## src/ssr_pkg.sv

```systemverilog
// Shared types, widths and constants for the sector sum ratio block.
// No dependencies; every other file in src refers to this package.
package ssr_pkg;

  localparam int PIXEL_W  = 16;
  localparam int POS_W    = 9;
  localparam int SUM_W    = 31;
  localparam int RATIO_W  = 24;
  localparam int SECTOR_W = 3;

  localparam int NUM_SECTORS  = 8;
  localparam int NUM_COLS     = 4;
  localparam int NUM_ROWS     = 2;
  localparam int RIGHT_ORIGIN = 256;

  // Box bounds are compared at this width so that far edges never wrap
  localparam int BOUND_W = 12;

  localparam int SECTOR_WIDTH_DEF  = 64;
  localparam int SECTOR_HEIGHT_DEF = 256;

  // Quotient bits produced by the restoring divider, one per step
  localparam int DIV_STEPS = RATIO_W;
  localparam int STEP_W    = $clog2(DIV_STEPS);
  // Fraction bits of the Q8.16 ratio
  localparam int FRAC_W    = 16;
  // Integer bits of the ratio; quotient saturates once num >= den << INT_W
  localparam int INT_W     = RATIO_W - FRAC_W;

  localparam logic [RATIO_W-1:0]  RATIO_MAX  = '1;
  localparam logic [SECTOR_W-1:0] LAST_SECTOR = SECTOR_W'(NUM_SECTORS - 1);

  typedef logic [SUM_W-1:0]   sum_t;
  typedef logic [RATIO_W-1:0] ratio_t;

  typedef enum logic [4:0] {
    ST_ACCUM = 5'b00001,
    ST_LOAD  = 5'b00010,
    ST_CHECK = 5'b00100,
    ST_DIV   = 5'b01000,
    ST_EMIT  = 5'b10000
  } state_t;

  typedef struct packed {
    logic accum;   // add the pixel of this transfer into its boxes
    logic load;    // take sector 0 operands, shift the sums down by one sector
    logic check;   // flag zero and saturation, seed the divider
    logic step;    // one restoring division step
  } dp_cmd_t;

  // Magnitude of a two's complement sum; the most negative value maps to 2^30
  function automatic sum_t magnitude(sum_t v);
    sum_t m;
    m = v[SUM_W-1] ? (~v + sum_t'(1)) : v;
    return m;
  endfunction

endpackage

```

## src/ssr_in_if.sv

```systemverilog
// Pixel input channel: valid/ready handshake with pixel, coordinates and frame end.
// Depends on ssr_pkg for field widths.
interface ssr_in_if;
  logic                              valid;
  logic                              ready;
  logic signed [ssr_pkg::PIXEL_W-1:0] pixel;
  logic [ssr_pkg::POS_W-1:0]          pos_x;
  logic [ssr_pkg::POS_W-1:0]          pos_y;
  logic                              frame_end;

  modport source (output valid, pixel, pos_x, pos_y, frame_end, input ready);
  modport sink   (input valid, pixel, pos_x, pos_y, frame_end, output ready);
endinterface

```

## src/ssr_out_if.sv

```systemverilog
// Ratio result channel: valid/ready handshake with sector, ratio and flags.
// Depends on ssr_pkg for field widths.
interface ssr_out_if;
  logic                          valid;
  logic                          ready;
  logic [ssr_pkg::SECTOR_W-1:0]  sector;
  logic [ssr_pkg::RATIO_W-1:0]   ratio;
  logic                          zero_divisor;
  logic                          last;

  modport source (output valid, sector, ratio, zero_divisor, last, input ready);
  modport sink   (input valid, sector, ratio, zero_divisor, last, output ready);
endinterface

```

## src/ssr_ctrl.sv

```systemverilog
// Sequencing state machine: accumulate, then per sector load, check, divide, emit.
// Depends on ssr_pkg; drives ssr_datapath through dp_cmd_t.
module ssr_ctrl (
  input  logic                         clk,
  input  logic                         rst,
  input  logic                         in_valid,
  input  logic                         in_frame_end,
  output logic                         in_ready,
  output logic                         out_valid,
  input  logic                         out_ready,
  output logic [ssr_pkg::SECTOR_W-1:0] sector,
  output logic                         last,
  output ssr_pkg::dp_cmd_t             cmd
);

  ssr_pkg::state_t               state, state_next;
  logic [ssr_pkg::SECTOR_W-1:0]  sector_next;
  logic [ssr_pkg::STEP_W-1:0]    step_cnt, step_cnt_next;
  logic                          in_xfer, out_xfer;

  assign in_ready  = (state == ssr_pkg::ST_ACCUM);
  assign out_valid = (state == ssr_pkg::ST_EMIT);
  assign in_xfer   = in_valid && in_ready;
  assign out_xfer  = out_valid && out_ready;
  assign last      = (sector == ssr_pkg::LAST_SECTOR);

  always_comb begin
    state_next    = state;
    sector_next   = sector;
    step_cnt_next = step_cnt;
    cmd           = '0;
    case (state)
      ssr_pkg::ST_ACCUM: begin
        cmd.accum = in_xfer;
        if (in_xfer && in_frame_end) begin
          state_next  = ssr_pkg::ST_LOAD;
          sector_next = '0;
        end
      end
      ssr_pkg::ST_LOAD: begin
        cmd.load   = 1'b1;
        state_next = ssr_pkg::ST_CHECK;
      end
      ssr_pkg::ST_CHECK: begin
        cmd.check     = 1'b1;
        step_cnt_next = '0;
        state_next    = ssr_pkg::ST_DIV;
      end
      ssr_pkg::ST_DIV: begin
        cmd.step      = 1'b1;
        step_cnt_next = step_cnt + 1'b1;
        if (step_cnt == ssr_pkg::STEP_W'(ssr_pkg::DIV_STEPS - 1)) begin
          state_next = ssr_pkg::ST_EMIT;
        end
      end
      ssr_pkg::ST_EMIT: begin
        if (out_xfer) begin
          if (last) begin
            state_next = ssr_pkg::ST_ACCUM;
          end else begin
            sector_next = sector + 1'b1;
            state_next  = ssr_pkg::ST_LOAD;
          end
        end
      end
      default: begin
        state_next = ssr_pkg::ST_ACCUM;
      end
    endcase
  end

  always_ff @(posedge clk) begin
    if (rst) begin
      state    <= ssr_pkg::ST_ACCUM;
      sector   <= '0;
      step_cnt <= '0;
    end else begin
      state    <= state_next;
      sector   <= sector_next;
      step_cnt <= step_cnt_next;
    end
  end

endmodule

```

## src/ssr_datapath.sv

```systemverilog
// Box accumulators as a sector shift line, plus a restoring divider for the ratio.
// Depends on ssr_pkg; commanded by ssr_ctrl.
module ssr_datapath #(
  parameter int SECTOR_WIDTH  = ssr_pkg::SECTOR_WIDTH_DEF,
  parameter int SECTOR_HEIGHT = ssr_pkg::SECTOR_HEIGHT_DEF
) (
  input  logic                               clk,
  input  logic                               rst,
  input  ssr_pkg::dp_cmd_t                   cmd,
  input  logic signed [ssr_pkg::PIXEL_W-1:0] pixel,
  input  logic [ssr_pkg::POS_W-1:0]          pos_x,
  input  logic [ssr_pkg::POS_W-1:0]          pos_y,
  output ssr_pkg::ratio_t                    ratio,
  output logic                               zero_divisor
);

  localparam int BW = ssr_pkg::BOUND_W;
  localparam int SW = ssr_pkg::SUM_W;
  localparam int NS = ssr_pkg::NUM_SECTORS;

  ssr_pkg::sum_t left_sum  [NS];
  ssr_pkg::sum_t right_sum [NS];
  logic [NS-1:0] hit_left, hit_right;
  ssr_pkg::sum_t pix_ext;
  logic [BW-1:0] x_ext, y_ext;

  assign pix_ext = {{(SW - ssr_pkg::PIXEL_W){pixel[ssr_pkg::PIXEL_W-1]}}, pixel};
  assign x_ext   = BW'(pos_x);
  assign y_ext   = BW'(pos_y);

  for (genvar c = 0; c < ssr_pkg::NUM_COLS; c++) begin : g_col
    for (genvar r = 0; r < ssr_pkg::NUM_ROWS; r++) begin : g_row
      localparam int XL = c * SECTOR_WIDTH;
      localparam int XR = ssr_pkg::RIGHT_ORIGIN + c * SECTOR_WIDTH;
      localparam int Y0 = r * SECTOR_HEIGHT;
      logic y_in;
      assign y_in = (y_ext >= BW'(Y0)) && (y_ext < BW'(Y0 + SECTOR_HEIGHT));
      assign hit_left[c*ssr_pkg::NUM_ROWS + r] =
        y_in && (x_ext >= BW'(XL)) && (x_ext < BW'(XL + SECTOR_WIDTH));
      assign hit_right[c*ssr_pkg::NUM_ROWS + r] =
        y_in && (x_ext >= BW'(XR)) && (x_ext < BW'(XR + SECTOR_WIDTH));
    end
  end

  // Each load moves every sector one place towards index 0 and feeds zero in at
  // the top, so eight loads both present the sectors in order and clear the sums.
  always_ff @(posedge clk) begin
    if (rst) begin
      for (int i = 0; i < NS; i++) begin
        left_sum[i]  <= '0;
        right_sum[i] <= '0;
      end
    end else if (cmd.load) begin
      for (int i = 0; i < NS - 1; i++) begin
        left_sum[i]  <= left_sum[i+1];
        right_sum[i] <= right_sum[i+1];
      end
      left_sum[NS-1]  <= '0;
      right_sum[NS-1] <= '0;
    end else if (cmd.accum) begin
      for (int i = 0; i < NS; i++) begin
        if (hit_left[i])  left_sum[i]  <= left_sum[i]  + pix_ext;
        if (hit_right[i]) right_sum[i] <= right_sum[i] + pix_ext;
      end
    end
  end

  // Divider: quotient < 2^24 unless saturated, so the remainder starts at num >> 8
  // and the low dividend bits {num[7:0], 16'b0} shift out as quotient bits shift in.
  ssr_pkg::sum_t            num, den;
  logic [SW-1:0]            rem;
  ssr_pkg::ratio_t          qs;
  logic                     den_zero, sat;
  logic [SW:0]              trial;
  logic [SW+1:0]            diff;
  logic                     qbit;

  assign trial = {rem, qs[ssr_pkg::RATIO_W-1]};
  assign diff  = {1'b0, trial} - {2'b00, den};
  assign qbit  = !diff[SW+1];

  always_ff @(posedge clk) begin
    if (cmd.load) begin
      num <= ssr_pkg::magnitude(left_sum[0]);
      den <= ssr_pkg::magnitude(right_sum[0]);
    end
    if (cmd.check) begin
      den_zero <= (den == '0);
      sat      <= ({{ssr_pkg::INT_W{1'b0}}, num} >= {den, {ssr_pkg::INT_W{1'b0}}});
      rem      <= SW'(num >> ssr_pkg::INT_W);
      qs       <= {num[ssr_pkg::INT_W-1:0], {ssr_pkg::FRAC_W{1'b0}}};
    end else if (cmd.step) begin
      rem <= qbit ? diff[SW-1:0] : trial[SW-1:0];
      qs  <= {qs[ssr_pkg::RATIO_W-2:0], qbit};
    end
  end

  assign ratio        = (den_zero || sat) ? ssr_pkg::RATIO_MAX : qs;
  assign zero_divisor = den_zero;

endmodule

```

## src/sector_sum_ratio_top.sv

```systemverilog
// Top level of the sector sum ratio block: controller plus datapath.
// Depends on ssr_pkg, ssr_in_if, ssr_out_if, ssr_ctrl and ssr_datapath.
//
// Pixels are taken at one per cycle while input is open and added into sixteen
// box sums, eight in the left half of the frame and eight at the same offsets in
// the right half. The transfer that carries frame_end is summed as well and then
// closes input: the eight ratios |left| / |right| (unsigned Q8.16, saturated,
// zero divisor flagged) are produced one after another by a single restoring
// divider, each through load, check, 24 divider steps and an output state that
// holds through any output stall, before input reopens with cleared sums.
module sector_sum_ratio_top #(
  parameter int SECTOR_WIDTH  = ssr_pkg::SECTOR_WIDTH_DEF,
  parameter int SECTOR_HEIGHT = ssr_pkg::SECTOR_HEIGHT_DEF
) (
  input logic       clk,
  input logic       rst,
  ssr_in_if.sink    in_ch,
  ssr_out_if.source out_ch
);

  ssr_pkg::dp_cmd_t cmd;

  ssr_ctrl u_ctrl (
    .clk          (clk),
    .rst          (rst),
    .in_valid     (in_ch.valid),
    .in_frame_end (in_ch.frame_end),
    .in_ready     (in_ch.ready),
    .out_valid    (out_ch.valid),
    .out_ready    (out_ch.ready),
    .sector       (out_ch.sector),
    .last         (out_ch.last),
    .cmd          (cmd)
  );

  ssr_datapath #(
    .SECTOR_WIDTH  (SECTOR_WIDTH),
    .SECTOR_HEIGHT (SECTOR_HEIGHT)
  ) u_datapath (
    .clk          (clk),
    .rst          (rst),
    .cmd          (cmd),
    .pixel        (in_ch.pixel),
    .pos_x        (in_ch.pos_x),
    .pos_y        (in_ch.pos_y),
    .ratio        (out_ch.ratio),
    .zero_divisor (out_ch.zero_divisor)
  );

endmodule

```

## src/flat_wrapper.sv

```systemverilog
// flat-port wrapper written by rule: the top's interface ports become plain ports
module sector_sum_ratio_top_flat 
#(
  parameter int SECTOR_WIDTH  = ssr_pkg::SECTOR_WIDTH_DEF,
  parameter int SECTOR_HEIGHT = ssr_pkg::SECTOR_HEIGHT_DEF
)
  (clk, rst, in_ch_valid, in_ch_pixel, in_ch_pos_x, in_ch_pos_y, in_ch_frame_end, in_ch_ready, out_ch_valid, out_ch_sector, out_ch_ratio, out_ch_zero_divisor, out_ch_last, out_ch_ready);
  ssr_in_if in_ch_i ();
  ssr_out_if out_ch_i ();
  input logic clk;
  input logic rst;
  input wire logic [$bits(in_ch_i.valid)-1:0] in_ch_valid;
  input wire logic [$bits(in_ch_i.pixel)-1:0] in_ch_pixel;
  input wire logic [$bits(in_ch_i.pos_x)-1:0] in_ch_pos_x;
  input wire logic [$bits(in_ch_i.pos_y)-1:0] in_ch_pos_y;
  input wire logic [$bits(in_ch_i.frame_end)-1:0] in_ch_frame_end;
  output wire logic [$bits(in_ch_i.ready)-1:0] in_ch_ready;
  output wire logic [$bits(out_ch_i.valid)-1:0] out_ch_valid;
  output wire logic [$bits(out_ch_i.sector)-1:0] out_ch_sector;
  output wire logic [$bits(out_ch_i.ratio)-1:0] out_ch_ratio;
  output wire logic [$bits(out_ch_i.zero_divisor)-1:0] out_ch_zero_divisor;
  output wire logic [$bits(out_ch_i.last)-1:0] out_ch_last;
  input wire logic [$bits(out_ch_i.ready)-1:0] out_ch_ready;
  assign in_ch_i.valid = in_ch_valid;
  assign in_ch_i.pixel = in_ch_pixel;
  assign in_ch_i.pos_x = in_ch_pos_x;
  assign in_ch_i.pos_y = in_ch_pos_y;
  assign in_ch_i.frame_end = in_ch_frame_end;
  assign in_ch_ready = in_ch_i.ready;
  assign out_ch_valid = out_ch_i.valid;
  assign out_ch_sector = out_ch_i.sector;
  assign out_ch_ratio = out_ch_i.ratio;
  assign out_ch_zero_divisor = out_ch_i.zero_divisor;
  assign out_ch_last = out_ch_i.last;
  assign out_ch_i.ready = out_ch_ready;
  sector_sum_ratio_top #(.SECTOR_WIDTH(SECTOR_WIDTH), .SECTOR_HEIGHT(SECTOR_HEIGHT)) u_core (.clk(clk), .rst(rst), .in_ch(in_ch_i), .out_ch(out_ch_i));
endmodule
```

## config.mk

```make
export PLATFORM = sky130hd
export DESIGN_NAME = sector_sum_ratio_top_flat
export DESIGN_NICKNAME = d
export VERILOG_FILES = /design/src/ssr_pkg.sv /design/src/ssr_in_if.sv /design/src/ssr_out_if.sv /design/src/ssr_ctrl.sv /design/src/ssr_datapath.sv /design/src/sector_sum_ratio_top.sv /design/src/flat_wrapper.sv
export SDC_FILE = /design/constraint.sdc
export NUM_CORES = 2
export LEC_CHECK = 0
export BUFFER_PORTS_ARGS = -buffer_cell sky130_fd_sc_hd__buf_4
export CAP_MARGIN = 10
export CORE_UTILIZATION = 48
export DETAILED_ROUTE_END_ITERATION = 7
export PLACE_DENSITY = 0.72
export SYNTH_ARGS = -nofsm -noshare
export SYNTH_HDL_FRONTEND = slang
export SYNTH_HIERARCHICAL = 1
export SYNTH_SLANG_ARGS = --single-unit
```

## constraint.sdc

```tcl
create_clock -name clk -period 7.2 [get_ports clk]
set_input_delay 1.44 -clock clk [delete_from_list [all_inputs] [get_ports clk]]
set_output_delay 1.44 -clock clk [all_outputs]
set_load 0.05 [all_outputs]
```

* Word-level counts from Yosys, hierarchy flattened
Memories as Yosys holds them, arrays and structs flattened. Cells that the tools add are included.
Word-level totals: bits in registers 132, memory bits (writable) 496, input bits 39, output and inout port bits 31, logic and storage cells 286, memories kept 2
Cells by class: $add $sub $neg 21, $lt $le $gt $ge 21, eq/ne operators 11, mux-type cells 139, bitwise operators 34, reduce and logical (&&, ||, !) cells 45
Memories:
- u_core.u_datapath.left_sum | depth 8, bits a word 31, rd ports 8, clocked after Yosys merged registers in 0, write ports 8, line ssr_datapath.sv:21 | ssr_pkg::sum_t left_sum [NS];
- u_core.u_datapath.right_sum | depth 8, bits a word 31, rd ports 8, clocked after Yosys merged registers in 0, write ports 8, line ssr_datapath.sv:22 | ssr_pkg::sum_t right_sum [NS];
Operators by type and width (number):
- two-way mux 31 bit | 33
- adder 31 bit | 16
- two-way mux 1 bit | 89
- two-way mux 24 bit | 3
- adder 31 x 1 -> 31 bit (second input constant) | 2
- inverter 31 bit | 2
- two-way mux 30 bit | 2
- two-way mux 23 bit | 2
- >= comparator 9 bit (second input constant) | 5
- < comparator 9 bit (second input constant) | 5
- >= comparator 31 x 39 -> 1 bit | 1
- logical AND 1 bit | 37
- subtractor 32 x 31 -> 33 bit | 1
- OR 1 bit | 32
- logical NOT 31 bit | 1
- case mux 5 bit (5 select lines) | 1
- < comparator 9 x 10 -> 1 bit (second input constant) | 2
- >= comparator 9 x 1 -> 1 bit (second input constant) | 2
- >= comparator 9 x 8 -> 1 bit (second input constant) | 2
- < comparator 9 x 8 -> 1 bit (second input constant) | 2
- two-way mux 5 bit | 3
- equality test 5 bit (second input constant) | 2
- case mux 5 bit (2 select lines) | 1
- >= comparator 9 x 7 -> 1 bit (second input constant) | 1
- 18 further kinds | 24

* Logic depth before layout (Yosys ltp)
depth after elaboration 10, depth in mapped cells 14, gate-level depth less buffers 13

* By module
The synthesis kept the hierarchy.
By module, submodules not included:
- ssr_datapath | times used 1, cells an instance 5306, area an instance 49697.7 um^2, seq. area each 18227.5 um^2
- ssr_ctrl | times used 1, cells an instance 98, area an instance 838.3 um^2, seq. area each 260.2 um^2

* Worst setup path before layout
No wires, ideal clock.
kind reg2reg, from register u_core.u_ctrl.state[3], to memory u_core/u_datapath/right_sum[0][62] (netlist name), enable pin, setup time 462 ps, data arrival time 4538 ps, data required time 6738 ps, setup slack 2200 ps, cell stages (with the launch flop) 8, buffers on the path 1, clock period less this slack 5000 ps, cell sequence dfxtp_1 clkbuf_1 nor2_1 nand3_1 inv_1 nor3_1 nand2_1 o21ai_0
RTL lines:
- from (decl) | line ssr_ctrl.sv:16 | ssr_pkg::state_t state, state_next;
- from (signal assigned) | line ssr_ctrl.sv:74 | state <= ssr_pkg::ST_ACCUM;
- from (signal assigned) | line ssr_ctrl.sv:78 | state <= state_next;
- to (decl) | line ssr_datapath.sv:22

==> out/metrics.cfg <==
[worst_setup_path]
critPathMaxStageDelay_ns = 0.59
path_max_fanout = 23
crit_required_ns = 7.54
critPathBufInv = 2
critPathKind = in2reg
crit_chain = buf_4, inv_1, fa_1, nand2b_1, a211oi_1, o41ai_1, o21ai_0, a211oi_1, o31ai_1, nor4_1, o41ai_1, xnor2_1, o21ai_0
crit_slowest_cell = fa_1
critPathLaunch = in_ch_pixel[1]
start_kind = input pin
cp.arrival_ns = 5.44
r2r_start = u_core/u_ctrl/state[2]$_SDFFE_PP0P_
critPathTopFamily = compound AO/OA/AOI/OAI gates
end_kind = flip-flop

[cells_and_area]
area_delta_synth_final_pct = 8.95
drive_gt1_frac = 0.0525
nets = 6019
utilization = 0.530

[synth]
synthFlopType = edfxtp_1
synthesis.nets = 5999
yosys_warnings = 6
synth_cells = 5404
netlist.top_cell.by_area = edfxtp_1
synthArstFlopShare = 0
yosysTopAreaCellShare = 0.351
netlist-cell-type-count = 87
seq_area_frac_synth = 0.366
synth_edf_count = 591
synth-seq-cells = 628
synth_area_leaders = edfxtp_1 (35%), ha_1 (13%), o21ai_0 (5.5%)
syn_avg_cell_area_um2 = 9.35
synth_area_um2 = 50500

[sta]
max_freq_mhz = 196
drv_slew = 0
hold_viol = 0
finalCritPeriodShare = 0.709
tightest_slew_ns = 1.21
rsz0062_at_grt = no
slew_headroom = 0.190
fin_worst_skew_ns = 0.0292
finalSetupTns_ns = 0
fin_ws_ns = 2.10
period_minus_slack_ns = 5.10
finalSetupViolCount = 0

[floorplanning]
die_w_um = 326
die_y_um = 326
initial_core_util = 0.486
io-pin-count = 70
rows = 118
die_area_um2 = 107000
core_area_um2 = 104000

[cts]
clk_latency_ns = 0.65
h-tree-depth = 3
cts_tree = yes
cts_buffers = 76
numClockSinks = 628
cts_resized = 0
post_cts_buffers = 0
clk_pin_slew_ns = 0.07
hold_buffers = 0
root_buffer = clkbuf_16
clk_path_buf_depth = 3

[outcome]
status = complete, no violations

[pwr]
peakVddDrop_v = 0.000175
power_density_nw_per_um2 = 234
p_leak_nw = 22.4

[worst_hold_path]
hold_path_startpoint = u_core/u_datapath/rem[25]$_SDFFE_PP0P_
hold_class = reg2reg

[grt]
grt_use_met1 = 0.305
grt_start_max_net_pins = 235
antenna_found_initial = 5
grt.overflow.total = 0
met2_usage = 0.379
grtUsageMet3 = 0.0329
grtUsageTotal = 0.228
grt_pass1_wl_mm = 203
busiest_layer = met2
grt_pass1_vias = 40100

[routing]
avgViaCountPerCell = 6.02
route.final.wire_length_mm = 124
drt_iter0_markers = 2904
ant_nets = 0
wl_per_cell_um = 18.1
first_pass_iters = 6
drcViolationCount = 0
dr_total_vias = 41300

[place]
dp_hpwl_mm = 87.6
gp_congestion = 0.912
post-place-ws_ns = 1.55
io_buffers = 55

[run]
maxCapViolCount = 0

## Yosys cell counts, types with 130 or more instances
library cell    n
xnor2_1       279
a22o_1        130
edfxtp_1      591
nand2_1       581
nor2_1        318
clkbuf_1      151
o21ai_0       556
inv_1         151
a21o_1        234
xor2_1        226
ha_1          539
a21oi_1       444
## kinds of logic (layout without fill, tap and decap cells)
logic type                 after synthesis  after routing  synth area share
adders and majority gates              556            556             0.140
DFF                                    628            628             0.366
and+or+nand+nor                       1509           1509             0.141
muxes                                   39             39           0.00812
other                                    0              1                 0
AOI/OAI and AO/OA                     1858           1858             0.234
xor gates and xnor gates               505            505            0.0875
buffers and inverters                  309            386            0.0231
## through the flow
| stage | hold slack (ns) | cells | cell area (um2) | total power, mW |
|---|---|---|---|---|
| floorplan | 0.460 | 5404 | 50500 | 8.00 |
| global placement | 0.475 | 6726 | 52500 | 8.83 |
| detailed placement | 0.492 | 6726 | 52500 | 8.93 |
| CTS | 0.487 | 6861 | 55100 | 12.9 |
| global route | 0.514 | 6861 | 55100 | 13.6 |
| finish | 0.483 | 6862 | 55100 | 12.9 |
## cell type report
type                    count  area (um2)
inverters                 151         567
well taps                1380        1730
clock inverters            39         380
fillers                  9266       48900
repair buffers            100         796
diodes                      1        2.50
clock buffers              96        2160
multi-input cells        4467       30900
flip-flops and latches    628       18500
## layout by cell type (no fill, tap or decap), types with 54 or more instances in the layout
| cell | Yosys | layout |
|---|---|---|
| a211oi_1 | 64 | 64 |
| a21o_1 | 234 | 234 |
| a21oi_1 | 444 | 442 |
| a22o_1 | 130 | 130 |
| a31oi_1 | 54 | 54 |
| buf_4 | 0 | 96 |
| clkbuf_16 | 0 | 84 |
| edfxtp_1 | 591 | 591 |
| ha_1 | 539 | 539 |
| inv_1 | 151 | 150 |
| nand2_1 | 581 | 581 |
| nand2b_1 | 96 | 96 |
| nand3_1 | 93 | 93 |
| nor2_1 | 318 | 314 |
| nor2b_1 | 67 | 66 |
| nor3_1 | 90 | 88 |
| o21a_1 | 55 | 55 |
| o21ai_0 | 556 | 553 |
| or3_1 | 58 | 58 |
| xnor2_1 | 279 | 279 |
| xor2_1 | 226 | 226 |
## state kept, by name, summed over array words and instances, names as in the netlist
signal                          cells
u_core/u_ctrl/sector                3
u_core/u_ctrl/step_cnt              5
u_core/u_datapath/qs               24
u_core/u_datapath/left_sum        248
u_core/u_datapath/num              31
u_core/u_datapath/sat               1
u_core/u_datapath/zero_divisor      1
u_core/u_datapath/den              31
u_core/u_datapath/rem              31
u_core/u_datapath/right_sum       248
u_core/u_ctrl/state                 5
## path summary, 6_finish.rpt
| path | to | slack (ns) | cells after the start |
|---|---|---|---|
| worst min-delay path | u_core/u_datapath/rem[26]$_SDFFE_PP0P_ | 0.48 | 2 |
| worst max-delay path | u_core/u_datapath/left_sum[0][185]$_DFFE_PP_ | 2.10 | 13 |
| worst max register to register | u_core/u_datapath/left_sum[0][154]$_DFFE_PP_ | 2.56 | 8 |
| worst min register to register | u_core/u_datapath/rem[26]$_SDFFE_PP0P_ | 0.48 | 2 |
## per-layer routing
| metal | up-vias | share of wire |
|---|---|---|
| li1 | 20500 | - |
| met1 | 19600 | 0.45 |
| met2 | 1054 | 0.46 |
| met3 | 202 | 0.058 |
| met4 | 8 | 0.029 |
| met5 | - | 0.00037 |
## where the power goes
group	leakage (nW)	internal [mW]	switching (mW)
registers	6.28	4.49	0.319
clock network	1.23	2.37	1.58
logic	14.9	1.74	2.40
total	22.4	8.59	4.31
## worst min-delay path, delay by kind of cell, from the launching register on
family | cells | cell delay [ns]
flip-flops | 1 | 0.32
AND/OR/NAND/NOR | 1 | 0.06
AO/OA/AOI/OAI | 1 | 0.07
(Power assumes the default switching activity.)
